===== config.mk =====
export PLATFORM = sky130hd
export DESIGN_NAME = hdset_fill_tbl
export DESIGN_NICKNAME = d
export VERILOG_FILES = /design/src/design/bucketed_hash_dedup_set_top_defines.svh /design/src/design/hdset_pkg.sv /design/src/design/hdset_fill_tbl.sv
export SDC_FILE = /design/constraint.sdc
export NUM_CORES = 1
export LEC_CHECK = 0
export BUFFER_PORTS_ARGS = -buffer_cell sky130_fd_sc_hd__clkbuf_2
export CAP_MARGIN = 10
export CELL_PAD_IN_SITES_DETAIL_PLACEMENT = 0
export CELL_PAD_IN_SITES_GLOBAL_PLACEMENT = 1
export CORE_MARGIN = 2
export CORE_UTILIZATION = 45
export CTS_CLUSTER_DIAMETER = 50
export DETAILED_ROUTE_END_ITERATION = 6
export GPL_ROUTABILITY_DRIVEN = 1
export MAX_ROUTING_LAYER = met4
export PLACE_DENSITY_LB_ADDON = 0.08
export SLEW_MARGIN = 20
export SYNTH_ARGS = -nofsm -noshare
export SYNTH_HDL_FRONTEND = slang
export SYNTH_SLANG_ARGS = --single-unit

===== constraint.sdc =====
create_clock -name aclk -period 4.21 [get_ports aclk]
set_input_delay 0.842 -clock aclk [delete_from_list [all_inputs] [get_ports aclk]]
set_output_delay 0.842 -clock aclk [all_outputs]
set_load 0.05 [all_outputs]

===== src/design/bucketed_hash_dedup_set_top_defines.svh =====
// Assertion macros shared by the dedup set RTL.
`ifndef BUCKETED_HASH_DEDUP_SET_TOP_DEFINES_SVH
`define BUCKETED_HASH_DEDUP_SET_TOP_DEFINES_SVH

`ifndef ASSERT_OFF

// Condition must hold at every clock edge outside reset.
`define HDSET_ASSERT_ALWAYS(lbl, cond) \
    lbl: assert property (@(posedge aclk) disable iff (!aresetn) (cond)) \
        else $error("hdset assertion failed");

// Consequent must hold in the same cycle as the antecedent.
`define HDSET_ASSERT_IMPLIES(lbl, ante, cons) \
    lbl: assert property (@(posedge aclk) disable iff (!aresetn) (ante) |-> (cons)) \
        else $error("hdset assertion failed");

// Consequent must hold in the cycle after the antecedent.
`define HDSET_ASSERT_NEXT(lbl, ante, cons) \
    lbl: assert property (@(posedge aclk) disable iff (!aresetn) (ante) |=> (cons)) \
        else $error("hdset assertion failed");

`else

`define HDSET_ASSERT_ALWAYS(lbl, cond)
`define HDSET_ASSERT_IMPLIES(lbl, ante, cons)
`define HDSET_ASSERT_NEXT(lbl, ante, cons)

`endif

`endif


===== src/design/hdset_pkg.sv =====
// Shared types and constants for the bucketed hash dedup set.
package hdset_pkg;

    localparam int KEY_W     = 64;
    localparam int BUCKETS   = 256;
    localparam int BUCKET_W  = 8;
    localparam int COUNT_W   = 12;
    localparam int S_DATA_W  = 64;
    localparam int M_DATA_W  = 16;

    // Result of one request, as handed from the sequencer to the output stage.
    typedef struct packed {
        logic [COUNT_W-1:0] entry_count;
        logic               bucket_full;
        logic               inserted;
        logic               present;
    } hdset_res_t;

    // Sequencer states.
    typedef enum logic [3:0] {
        S_IDLE = 4'b0001,
        S_FILL = 4'b0010,
        S_SCAN = 4'b0100,
        S_DONE = 4'b1000
    } hdset_state_t;

endpackage


===== src/design/hdset_fill_tbl.sv =====
// Per-bucket fill counts in a memory, with a valid bit per bucket cleared at reset.
module hdset_fill_tbl
    import hdset_pkg::*;
#(
    parameter int FILL_W = 4
) (
    input  logic                aclk,
    input  logic                aresetn,
    input  logic                rd_en,
    input  logic [BUCKET_W-1:0] rd_addr,
    output logic [FILL_W-1:0]   rd_data,
    input  logic                wr_en,
    input  logic [BUCKET_W-1:0] wr_addr,
    input  logic [FILL_W-1:0]   wr_data
);

    logic [FILL_W-1:0]  mem [BUCKETS];
    logic [BUCKETS-1:0] vld_reg;
    logic [FILL_W-1:0]  rd_data_reg;
    logic               rd_vld_reg;

    // Count storage.
    always_ff @(posedge aclk) begin
        if (wr_en) begin
            mem[wr_addr] <= wr_data;
        end
        if (rd_en) begin
            rd_data_reg <= mem[rd_addr];
        end
    end

    // Valid bits: a bucket never written reads as empty.
    always_ff @(posedge aclk) begin
        if (!aresetn) begin
            vld_reg    <= '0;
            rd_vld_reg <= 1'b0;
        end else begin
            if (wr_en) begin
                vld_reg[wr_addr] <= 1'b1;
            end
            if (rd_en) begin
                rd_vld_reg <= vld_reg[rd_addr];
            end
        end
    end

    assign rd_data = rd_vld_reg ? rd_data_reg : '0;

endmodule


==> impl_metrics.xml <==
<?xml version="1.0" encoding="UTF-8"?>
<metrics>
  <group name="run_status">
    <metric name="status" unit="">completed</metric>
  </group>
  <group name="yosys">
    <metric name="main_area_contributors_after_synthesis" unit="">edfxtp_1, mux4_2, dfxtp_1</metric>
    <metric name="synth-async-reset-ratio" unit="">0</metric>
    <metric name="syn_inst" unit="">2718</metric>
    <metric name="synthDominantCellAreaShare" unit="">0.621</metric>
    <metric name="ys_ff_latch" unit="">1285</metric>
    <metric name="synthesis.yosys.warnings" unit="">0</metric>
    <metric name="post_synthesis_instance_area" unit="sq mm">0.0497</metric>
    <metric name="synth_edf_count" unit="">1028</metric>
    <metric name="synth_area_per_cell" unit="sq um">18.3</metric>
    <metric name="register_area_share_after_synthesis" unit="">0.724</metric>
    <metric name="synth.largest_area_cell" unit="">edfxtp_1</metric>
    <metric name="synth-main-ff-cell" unit="">edfxtp_1</metric>
    <metric name="ys_types" unit="">48</metric>
    <metric name="postSynthNetCount" unit="">2742</metric>
  </group>
  <group name="placed_design">
    <metric name="dpl-instance-area" unit="sq mm">0.0521</metric>
    <metric name="numPortBuffers" unit="">27</metric>
    <metric name="dp_worst_setup_slack" unit="ns">0.299</metric>
    <metric name="globalplace.congestion" unit="">0.815</metric>
    <metric name="dp_hpwl" unit="microns">84900</metric>
  </group>
  <group name="power">
    <metric name="switching_share" unit="">0.212</metric>
    <metric name="p_leak" unit="nW">18.1</metric>
    <metric name="pwr-share-clk" unit="">0.452</metric>
    <metric name="switchingPower" unit="W">0.00582</metric>
    <metric name="max-vdd-ir-drop" unit="uV">323</metric>
    <metric name="internal_power" unit="W">0.0216</metric>
    <metric name="powerDensity" unit="mW/mm^2">482</metric>
    <metric name="seq_power_share" unit="">0.501</metric>
    <metric name="design_power_total" unit="W">0.0274</metric>
    <metric name="power_frac_comb" unit="">0.048</metric>
  </group>
  <group name="critical_path">
    <metric name="worstSetupEndpointType" unit="">flip-flop</metric>
    <metric name="critical_path_peak_fanout" unit="">23</metric>
    <metric name="critPathTopFamily" unit="">buffers and inverters</metric>
    <metric name="timing.critical_path.required" unit="ns">4.68</metric>
    <metric name="timing.setup.critical_path_class" unit="">input pin to flip-flop</metric>
    <metric name="cp-start-kind" unit="">input pin</metric>
    <metric name="cp_data_arrival_time" unit="ns">3.55</metric>
    <metric name="crit_slowest_cell" unit="">mux4_2</metric>
    <metric name="critPathMaxStageDelay" unit="ns">0.54</metric>
    <metric name="worst_path_most_repeated_cell" unit="">buf_4</metric>
    <metric name="worstPathBufferInverterCount" unit="">4</metric>
    <metric name="crit_chain" unit="">buf_8 &gt; buf_12 &gt; buf_4 &gt; mux4_2 &gt; a22oi_1 &gt; a21boi_0 &gt; o311ai_1 &gt; buf_4 &gt; nand4_1</metric>
  </group>
  <group name="timing">
    <metric name="rsz0062_at_grt" unit="">false</metric>
    <metric name="worstMarginPinSlew" unit="ns">1.06</metric>
    <metric name="tns" unit="ns">0</metric>
    <metric name="timing_max_transition_violations_final" unit="">0</metric>
    <metric name="timing.clock.skew" unit="ns">0.0265</metric>
    <metric name="final_hold_viol_count" unit="">0</metric>
    <metric name="layout_min_cycle_time" unit="ns">3.08</metric>
    <metric name="fmaxAchievable" unit="MHz">325</metric>
    <metric name="max_transition_margin" unit="">0.290</metric>
    <metric name="final_critical_path_setup_slack" unit="ns">1.13</metric>
    <metric name="finalSetupViolCount" unit="">0</metric>
    <metric name="final_min_period_over_clock_period" unit="">0.731</metric>
  </group>
  <group name="drt">
    <metric name="remaining_drc_errors" unit="">0</metric>
    <metric name="drt-vias-per-instance" unit="">5.92</metric>
    <metric name="routed_wirelength" unit="microns">131000</metric>
    <metric name="antenna_left" unit="">0</metric>
    <metric name="drt-initial-drc-count" unit="">2446</metric>
    <metric name="vias" unit="">26183</metric>
    <metric name="wl_per_cell" unit="microns">29.6</metric>
    <metric name="drt_pre_antenna_iters" unit="">5</metric>
  </group>
  <group name="cts">
    <metric name="clock_sinks" unit="">1285</metric>
    <metric name="postCtsHoldBufs" unit="">0</metric>
    <metric name="inserted_clock_buffers" unit="">142</metric>
    <metric name="cts_max_level" unit="">4</metric>
    <metric name="cts.repair_timing.setup_buffer_count" unit="">0</metric>
    <metric name="clk_pin_slew_worst_paths" unit="ns">0.06</metric>
    <metric name="clk_latency" unit="ns">0.75</metric>
    <metric name="cts_buffer_depth" unit="">3</metric>
    <metric name="cts_repair_resize_count" unit="">0</metric>
    <metric name="clockRootBuffer" unit="">clkbuf_16</metric>
    <metric name="clock_tree_from_tritoncts" unit="">done</metric>
  </group>
  <group name="cells_and_area">
    <metric name="flip_flop_count_of_the_largest_register_after_layout" unit="">1024</metric>
    <metric name="area_delta_synth_final" unit="%">14.4</metric>
    <metric name="layout.cells.most_common" unit="">edfxtp_1</metric>
    <metric name="layout.cells.most_common_list" unit="">edfxtp_1, mux4_2, nor2_1, dfxtp_1, o21a_1</metric>
    <metric name="post-route-cell-area" unit="sq mm">0.0569</metric>
    <metric name="final.fill_count" unit="">8715</metric>
    <metric name="fin_nets" unit="">2845</metric>
    <metric name="post_route_cells_drive_above_1_share" unit="">0.234</metric>
  </group>
  <group name="floorplan">
    <metric name="design.portCount" unit="">28</metric>
    <metric name="start_util" unit="">0.456</metric>
    <metric name="rows" unit="">121</metric>
    <metric name="dieArea" unit="sq mm">0.113</metric>
    <metric name="fp.coreArea" unit="sq mm">0.109</metric>
    <metric name="chipHeight" unit="microns">336</metric>
    <metric name="die_width" unit="microns">336</metric>
  </group>
  <group name="global_route">
    <metric name="initial_antenna_violation_count" unit="">3</metric>
    <metric name="global_route.overflow_total" unit="">0</metric>
    <metric name="grt_pass1_wl" unit="microns">190000</metric>
    <metric name="first_global_vias" unit="">27022</metric>
    <metric name="grt_use_total" unit="">0.242</metric>
    <metric name="grt_start_max_net_pins" unit="">121</metric>
  </group>
  <group name="flow_run">
    <metric name="maxCapViolCount" unit="">0</metric>
  </group>
  <group name="worst_hold_path">
    <metric name="holdCritPathClass" unit="">flip-flop to flip-flop</metric>
  </group>
</metrics>
[worst paths after layout]
kind | cells after the start | from | end | slack, ns
hold reg to reg | 1 | vld_reg[178] | vld_reg[178] | 0.46
hold / removal | 1 | vld_reg[178] | vld_reg[178] | 0.46
setup reg to reg | 6 | mem[176][1] | rd_data_reg[1] | 1.79
setup / recovery | 9 | rd_addr[0] | rd_data_reg[1] | 1.13
[power by group through the flow]
stage               sequential [W]  clock (W)  combinational [W]
global route                0.0137     0.0131            0.00139
detailed placement          0.0140          0            0.00132
floorplan                   0.0140          0           0.000707
global placement            0.0140          0            0.00131
finish                      0.0137     0.0124            0.00131
CTS                         0.0137     0.0126            0.00133
[cell type report]
type / instances / area (sq um) / share of cell area
Clock buffer: 201 / 4100 / 0.0720
Clock inverter: 63 / 617 / 0.0108
Tap cell: 1476 / 1850 / 0.0325
Inverter: 3 / 11.3 / 0.000198
Multi-Input combinational cell: 1231 / 12700 / 0.224
Sequential cell: 1285 / 36000 / 0.633
Timing Repair Buffer: 158 / 1560 / 0.0274
Antenna cell: 3 / 7.51 / 0.000132
[synth_stat cells (all sizes together) (22+ instances only)]
master	count
edfxtp	1028
mux4	310
nor2	267
dfxtp	257
o21a	256
clkbuf	124
buf	75
a22oi	66
a22o	56
nand2	37
nand3	27
a21oi	26
mux2i	25
o21ai	22
[kinds of logic after synthesis]
logic type      after synthesis  share of synthesized area
compound gates              509                     0.0769
mux                         336                      0.146
simple gates                386                     0.0328
flops                      1285                      0.724
buf+inv                     202                     0.0204
[worst register-to-register path, delay by kind of cell, from the launching register on]
kind	cells	cell delay (ns)
AOI/OAI and AO/OA	3	1.02
buffers and inverters	1	0.23
muxes	1	0.46
and+or+nand+nor	1	0.08
DFF	1	0.36
[per-layer routing]
| layer | part of all wire | wire length [microns] | GRT usage |
|---|---|---|---|
| met2 | 0.48 | 63100 | 0.376 |
| met3 | 0.055 | 7190 | 0.0379 |
| met4 | 0.024 | 3130 | 0.0688 |
| met5 | 0 | 0 | - |
| met1 | 0.44 | 57200 | 0.333 |
[stage by stage]
stage | util | instances | hold slack, ns
2_1_floorplan | - | 2718 | 0.435
3_3_place_gp | 0.478 | 4152 | 0.440
3_5_place_dp | 0.478 | 4152 | 0.450
4_1_cts | 0.521 | 4416 | 0.463
5_1_grt | 0.521 | 4420 | 0.473
6_report | 0.521 | 4420 | 0.460
(Power assumes the default switching activity.)
