`config.mk`:
```
export PLATFORM = sky130hd
export DESIGN_NAME = hdset_ctrl
export DESIGN_NICKNAME = d
export VERILOG_FILES = /design/src/design/hdset_pkg.sv /design/src/design/hdset_ctrl.sv
export VERILOG_INCLUDE_DIRS = /design/src /design/src/design
export SDC_FILE = /design/constraint.sdc
export NUM_CORES = 1
export LEC_CHECK = 0
export BUFFER_PORTS_ARGS = -buffer_cell sky130_fd_sc_hd__clkbuf_2
export CORE_ASPECT_RATIO = 1.1
export CORE_UTILIZATION = 31
export CTS_BUF_LIST = sky130_fd_sc_hd__clkbuf_4 sky130_fd_sc_hd__clkbuf_8 sky130_fd_sc_hd__clkbuf_16
export DETAILED_ROUTE_END_ITERATION = 7
export SYNTH_ARGS = -nofsm -noshare
export SYNTH_HDL_FRONTEND = slang
export SYNTH_SLANG_ARGS = --single-unit
```
`constraint.sdc`:
```
create_clock -name aclk -period 2.63 [get_ports aclk]
set_input_delay 0.263 -clock aclk [delete_from_list [all_inputs] [get_ports aclk]]
set_output_delay 0.263 -clock aclk [all_outputs]
set_load 0.05 [all_outputs]
```
`src/design/bucketed_hash_dedup_set_top_defines.svh`:
```
// Assertion macros shared by the dedup set RTL.
`ifndef BUCKETED_HASH_DEDUP_SET_TOP_DEFINES_SVH
`define BUCKETED_HASH_DEDUP_SET_TOP_DEFINES_SVH

`ifndef ASSERT_OFF

// Condition must hold at every clock edge outside reset.
`define HDSET_ASSERT_ALWAYS(lbl, cond) \
    lbl: assert property (@(posedge aclk) disable iff (!aresetn) (cond)) \
        else $error("hdset assertion failed");

// Consequent must hold in the same cycle as the antecedent.
`define HDSET_ASSERT_IMPLIES(lbl, ante, cons) \
    lbl: assert property (@(posedge aclk) disable iff (!aresetn) (ante) |-> (cons)) \
        else $error("hdset assertion failed");

// Consequent must hold in the cycle after the antecedent.
`define HDSET_ASSERT_NEXT(lbl, ante, cons) \
    lbl: assert property (@(posedge aclk) disable iff (!aresetn) (ante) |=> (cons)) \
        else $error("hdset assertion failed");

`else

`define HDSET_ASSERT_ALWAYS(lbl, cond)
`define HDSET_ASSERT_IMPLIES(lbl, ante, cons)
`define HDSET_ASSERT_NEXT(lbl, ante, cons)

`endif

`endif

```
`src/design/hdset_pkg.sv`:
```
// Shared types and constants for the bucketed hash dedup set.
package hdset_pkg;

    localparam int KEY_W     = 64;
    localparam int BUCKETS   = 256;
    localparam int BUCKET_W  = 8;
    localparam int COUNT_W   = 12;
    localparam int S_DATA_W  = 64;
    localparam int M_DATA_W  = 16;

    // Result of one request, as handed from the sequencer to the output stage.
    typedef struct packed {
        logic [COUNT_W-1:0] entry_count;
        logic               bucket_full;
        logic               inserted;
        logic               present;
    } hdset_res_t;

    // Sequencer states.
    typedef enum logic [3:0] {
        S_IDLE = 4'b0001,
        S_FILL = 4'b0010,
        S_SCAN = 4'b0100,
        S_DONE = 4'b1000
    } hdset_state_t;

endpackage

```
`src/design/hdset_ctrl.sv`:
```
// Request sequencer: fill lookup, way-by-way key compare, update and result.
`include "bucketed_hash_dedup_set_top_defines.svh"

module hdset_ctrl
    import hdset_pkg::*;
#(
    parameter int WAYS   = 8,
    parameter int FILL_W = 4,
    parameter int ADDR_W = 11
) (
    input  logic                aclk,
    input  logic                aresetn,
    // Request side.
    input  logic                s_valid,
    output logic                s_ready,
    input  logic                s_req_type,
    input  logic [KEY_W-1:0]    s_key,
    // Fill table.
    output logic                fill_rd_en,
    output logic [BUCKET_W-1:0] fill_rd_addr,
    input  logic [FILL_W-1:0]   fill_rd_data,
    output logic                fill_wr_en,
    output logic [BUCKET_W-1:0] fill_wr_addr,
    output logic [FILL_W-1:0]   fill_wr_data,
    // Key store.
    output logic                key_rd_en,
    output logic [ADDR_W-1:0]   key_rd_addr,
    input  logic [KEY_W-1:0]    key_rd_data,
    output logic                key_wr_en,
    output logic [ADDR_W-1:0]   key_wr_addr,
    output logic [KEY_W-1:0]    key_wr_data,
    // Result side.
    input  logic                out_free,
    output logic                res_load,
    output hdset_res_t          res
);

    hdset_state_t        state_reg, state_next;
    logic                add_reg, add_next;
    logic [KEY_W-1:0]    key_reg, key_next;
    logic [FILL_W-1:0]   fill_reg, fill_next;
    logic [FILL_W-1:0]   rd_way_reg, rd_way_next;
    logic                cmp_vld_reg, cmp_vld_next;
    logic                found_reg, found_next;
    logic [COUNT_W-1:0]  cnt_reg, cnt_next;

    logic [BUCKET_W-1:0] bucket;
    logic [ADDR_W-1:0]   bucket_base;
    logic                hit;
    logic                has_room;
    logic                do_insert;

    assign bucket      = key_reg[KEY_W-1 -: BUCKET_W];
    assign bucket_base = ADDR_W'(bucket) * ADDR_W'(WAYS);

    // Shared comparator, fed one stored way per cycle.
    assign hit = cmp_vld_reg && (key_rd_data == key_reg);

    assign has_room  = fill_reg < FILL_W'(WAYS);
    assign do_insert = add_reg && !found_reg && has_room;

    assign s_ready      = (state_reg == S_IDLE);
    assign fill_rd_en   = s_valid && s_ready;
    assign fill_rd_addr = s_key[KEY_W-1 -: BUCKET_W];

    assign fill_wr_addr = bucket;
    assign fill_wr_data = fill_reg + FILL_W'(1);
    assign key_rd_addr  = bucket_base + ADDR_W'(rd_way_reg);
    assign key_wr_addr  = bucket_base + ADDR_W'(fill_reg);
    assign key_wr_data  = key_reg;

    // Next-state and datapath control.
    always_comb begin
        state_next   = state_reg;
        add_next     = add_reg;
        key_next     = key_reg;
        fill_next    = fill_reg;
        rd_way_next  = rd_way_reg;
        cmp_vld_next = cmp_vld_reg;
        found_next   = found_reg;
        cnt_next     = cnt_reg;
        key_rd_en    = 1'b0;
        key_wr_en    = 1'b0;
        fill_wr_en   = 1'b0;
        res_load     = 1'b0;

        unique case (state_reg)
            S_IDLE: begin
                if (s_valid) begin
                    add_next   = s_req_type;
                    key_next   = s_key;
                    state_next = S_FILL;
                end
            end
            S_FILL: begin
                fill_next    = fill_rd_data;
                rd_way_next  = '0;
                cmp_vld_next = 1'b0;
                found_next   = 1'b0;
                state_next   = S_SCAN;
            end
            S_SCAN: begin
                if (hit) begin
                    found_next   = 1'b1;
                    cmp_vld_next = 1'b0;
                    state_next   = S_DONE;
                end else if (rd_way_reg < fill_reg) begin
                    key_rd_en    = 1'b1;
                    rd_way_next  = rd_way_reg + FILL_W'(1);
                    cmp_vld_next = 1'b1;
                end else begin
                    cmp_vld_next = 1'b0;
                    state_next   = S_DONE;
                end
            end
            S_DONE: begin
                if (out_free) begin
                    res_load   = 1'b1;
                    key_wr_en  = do_insert;
                    fill_wr_en = do_insert;
                    if (do_insert) begin
                        cnt_next = cnt_reg + COUNT_W'(1);
                    end
                    state_next = S_IDLE;
                end
            end
            default: begin
                state_next = S_IDLE;
            end
        endcase
    end

    // Result fields for the output stage.
    always_comb begin
        res.present     = found_reg;
        res.inserted    = do_insert;
        res.bucket_full = add_reg && !found_reg && !has_room;
        res.entry_count = cnt_next;
    end

    // Control registers.
    always_ff @(posedge aclk) begin
        if (!aresetn) begin
            state_reg   <= S_IDLE;
            cmp_vld_reg <= 1'b0;
            cnt_reg     <= '0;
        end else begin
            state_reg   <= state_next;
            cmp_vld_reg <= cmp_vld_next;
            cnt_reg     <= cnt_next;
        end
    end

    // Request payload and scan registers.
    always_ff @(posedge aclk) begin
        add_reg    <= add_next;
        key_reg    <= key_next;
        fill_reg   <= fill_next;
        rd_way_reg <= rd_way_next;
        found_reg  <= found_next;
    end

    `HDSET_ASSERT_IMPLIES(a_rd_in_fill, key_rd_en, rd_way_reg < fill_reg)
    `HDSET_ASSERT_IMPLIES(a_fill_bound, state_reg == S_SCAN, fill_reg <= FILL_W'(WAYS))
    `HDSET_ASSERT_IMPLIES(a_res_excl, res_load, !(res.inserted && res.present) && !(res.inserted && res.bucket_full) && !(res.present && res.bucket_full))
    `HDSET_ASSERT_NEXT(a_cnt_hold, !(res_load && res.inserted), $stable(cnt_reg))
    `HDSET_ASSERT_IMPLIES(a_idle_no_mem, s_ready, !key_rd_en && !key_wr_en && !fill_wr_en)

endmodule

```
==> flow_metrics.env <==
export IMPL_yosysMostFrequentCell="edfxtp_1"
export IMPL_worst_pin_slew_ns=0.4561
export IMPL_synth_fp_nets=510
export IMPL_grt_setup_unrepaired="no"
export IMPL_io_pins=264
export IMPL_synth_warnings=0
export IMPL_yosysSeqAreaShare=0.5700
export IMPL_grt_antenna_before_repair=0
export IMPL_power_frac_clock=0.301
export IMPL_synth_top_area_frac=0.4943
export IMPL_area_growth_synth_to_final_pct=39.19
export IMPL_numCtsBuffers=9
export IMPL_cts_root_buf="clkbuf_16"
export IMPL_portBuffers=263
export IMPL_vias=3589
export IMPL_synth_top_area_cell="edfxtp_1"
export IMPL_synth_cells=363
export IMPL_largest_reg_flops=64
export IMPL_seqPwrFrac=0.419
export IMPL_row_count=45
export IMPL_power_density_mw_per_mm2=689.5
export IMPL_fmax_mhz=401.7
export IMPL_clkLatencyLatePin_ns=0.34
export IMPL_post_route_min_period_ns=2.490
export IMPL_hp_class="in2reg"
export IMPL_ant_nets=0
export IMPL_dr_wl_met3_um=950
export IMPL_routed_wl_um=12740
export IMPL_cp_end_kind="output port"
export IMPL_status="finished clean"
export IMPL_dr_pass1_iters=4
export IMPL_drtIter0Drc=60
export IMPL_slew_viol_final=0
export IMPL_startpoint_type="flop"
export IMPL_cts_buffer_depth=2
export IMPL_grt_max_degree=25
export IMPL_sw_frac_of_total=0.3492
export IMPL_synth_edff_count=74
export IMPL_drc=0
export IMPL_placed_area_mm2=0.005919
export IMPL_skew_ns=0.008702
export IMPL_htree_levels=3
export IMPL_setup_worst_path_class="reg2out"
export IMPL_synth_ff_type="edfxtp_1"
export IMPL_setup_tns_ns=0
export IMPL_post_route_period_util=0.9466
export IMPL_p_int_uw=2808
export IMPL_wl_met1_um=4772
export IMPL_ctsHoldBuffers=0
export IMPL_switchingPower_uw=1507
export IMPL_drive_gt1_frac=0.4944
export IMPL_synth_avg_cell_area_um2=12.38
export IMPL_die_area_mm2=0.01499
export IMPL_synthTopCellsByCount="74 x edfxtp_1, 55 x xnor2_1, 25 x buf_4"
export IMPL_synthArstFlopShare=0
export IMPL_gp_congestion=0.8123
export IMPL_p_leak_uw=0.002815
export IMPL_power_share_combinational=0.280
export IMPL_grt_pass1_vias=3631
export IMPL_setup_viol=0
export IMPL_total_power_uw=4315
export IMPL_fin_cells=811
export IMPL_hpwl_um=10640
export IMPL_synth_area_leaders="edfxtp_1 49%, xnor2_1 11%, dfxtp_1 7.6%"
export IMPL_slew_headroom=0.6927
export IMPL_hold_violations=0
export IMPL_synth_cell_type_count=50
export IMPL_grt_pass1_wl_um=18800
export IMPL_final_area_mm2=0.006257
export IMPL_cp_arrival_ns=2.23
export IMPL_start_util=0.3220
export IMPL_synth_seq_cells=91
export IMPL_netlist_area_mm2=0.004496
export IMPL_wl_per_cell_um=15.70
export IMPL_worstPathMaxFanout=4
export IMPL_avgViaCountPerCell=4.425
export IMPL_top_layer_used="met4"
export IMPL_crit_required_ns=2.37
export IMPL_placed_cells=793
export IMPL_ir_drop_mv=0.4862
export IMPL_die_h_um=128.3
export IMPL_gr_usage_all_layers=0.1721
export IMPL_cts_sinks=91
export IMPL_core_area_mm2=0.01396
export IMPL_tritoncts="built"
export IMPL_met2_length_um=6824
export IMPL_maxCapViolations=0
export IMPL_overflow=0
export IMPL_diodes=0
export IMPL_die_w_um=116.8
export IMPL_layout_nets=765
export IMPL_clk_pin_slew_ns=0.06
## worst max-delay path: stages (launching register included)
cell      delay (ns)
edfxtp_1        0.41
nor2b_1         0.15
a2111o_1        0.39
nor4_2          0.27
nand4_1         0.10
buf_4           0.17
nor3_4          0.13
nor2_1          0.07
buf_4           0.19
## through the flow
| stage | setup slack, ns | hold slack [ns] | utilization |
|---|---|---|---|
| final | 0.1405 | 0.08995 | 0.4481 |
| after CTS | 0.02330 | 0.07386 | 0.4466 |
| after detailed placement | 0.2839 | 0.4416 | 0.4239 |
| after global placement | 0.3881 | 0.4410 | 0.4239 |
| after global routing | 0.004931 | 0.07598 | 0.4481 |
| after floorplan | 0.07652 | 0.3619 | - |
## metal layers
layer	GRT usage	up-vias
met5	0	-
met3	0.05485	11
met2	0.3108	136
met4	0.06701	0
met1	0.1848	1669
li1	-	1773
## what timing repair did
action | CTS | global route
setup buffers | 1 | 1
gates resized for setup | 2 | 4
endpoints found under the setup margin | 1 | 1
pin swaps | 1 | 1
## final timing paths
kind,start,end,slack (ns),depth (start not counted)
worst max-delay path,key_wr_data[45],key_rd_en,0.14,8
worst min-delay path,s_key[12],key_wr_data[12],0.09,1
worst max register to register,rd_way_reg[1],rd_way_reg[3],0.51,5
worst min register to register,cmp_vld_reg,cmp_vld_reg,0.57,2
## power groups by stage
stage	Clock, µW	Combinational [µW]	Sequential, µW
floorplan	0	524	2180
global placement	0	1210	1840
detailed placement	0	1220	1840
CTS	1340	1220	1810
global route	1390	1270	1820
finish	1300	1210	1810
## cells in the final DEF, fill, tap and decap left out, types with 13 or more instances in the layout
| master | count |
|---|---|
| clkbuf_2 | 262 |
| edfxtp_1 | 74 |
| xnor2_1 | 55 |
| inv_1 | 19 |
| xor2_1 | 17 |
| dfxtp_1 | 17 |
| nand2_1 | 15 |
| and2_1 | 15 |
| nand4_1 | 14 |
| nor2_1 | 13 |
## final cells by class
| type | count | area, µm² |
|---|---|---|
| timing repair buffer | 274 | 1414 |
| clock inverter | 1 | 6.256 |
| inverter | 20 | 75.07 |
| sequential | 91 | 2562 |
| tap | 188 | 235.2 |
| fill | 1379 | 7706 |
| clock buffer | 15 | 294.0 |
| multi-input combinational | 222 | 1670 |
## logic make-up (layout without fill, tap and decap cells)
kind of cell / Yosys count / after routing / synth area share
AOI/OAI and AO/OA: 26 / 26 / 0.04203
xor gates and xnor gates: 73 / 73 / 0.1439
adders and majority gates: 10 / 10 / 0.02783
buffers and inverters: 50 / 310 / 0.06457
DFF: 91 / 91 / 0.5700
muxes: 1 / 1 / 0.002505
and+or+nand+nor: 112 / 112 / 0.1492
No activity file was read; power rests on OpenSTA's default activity.
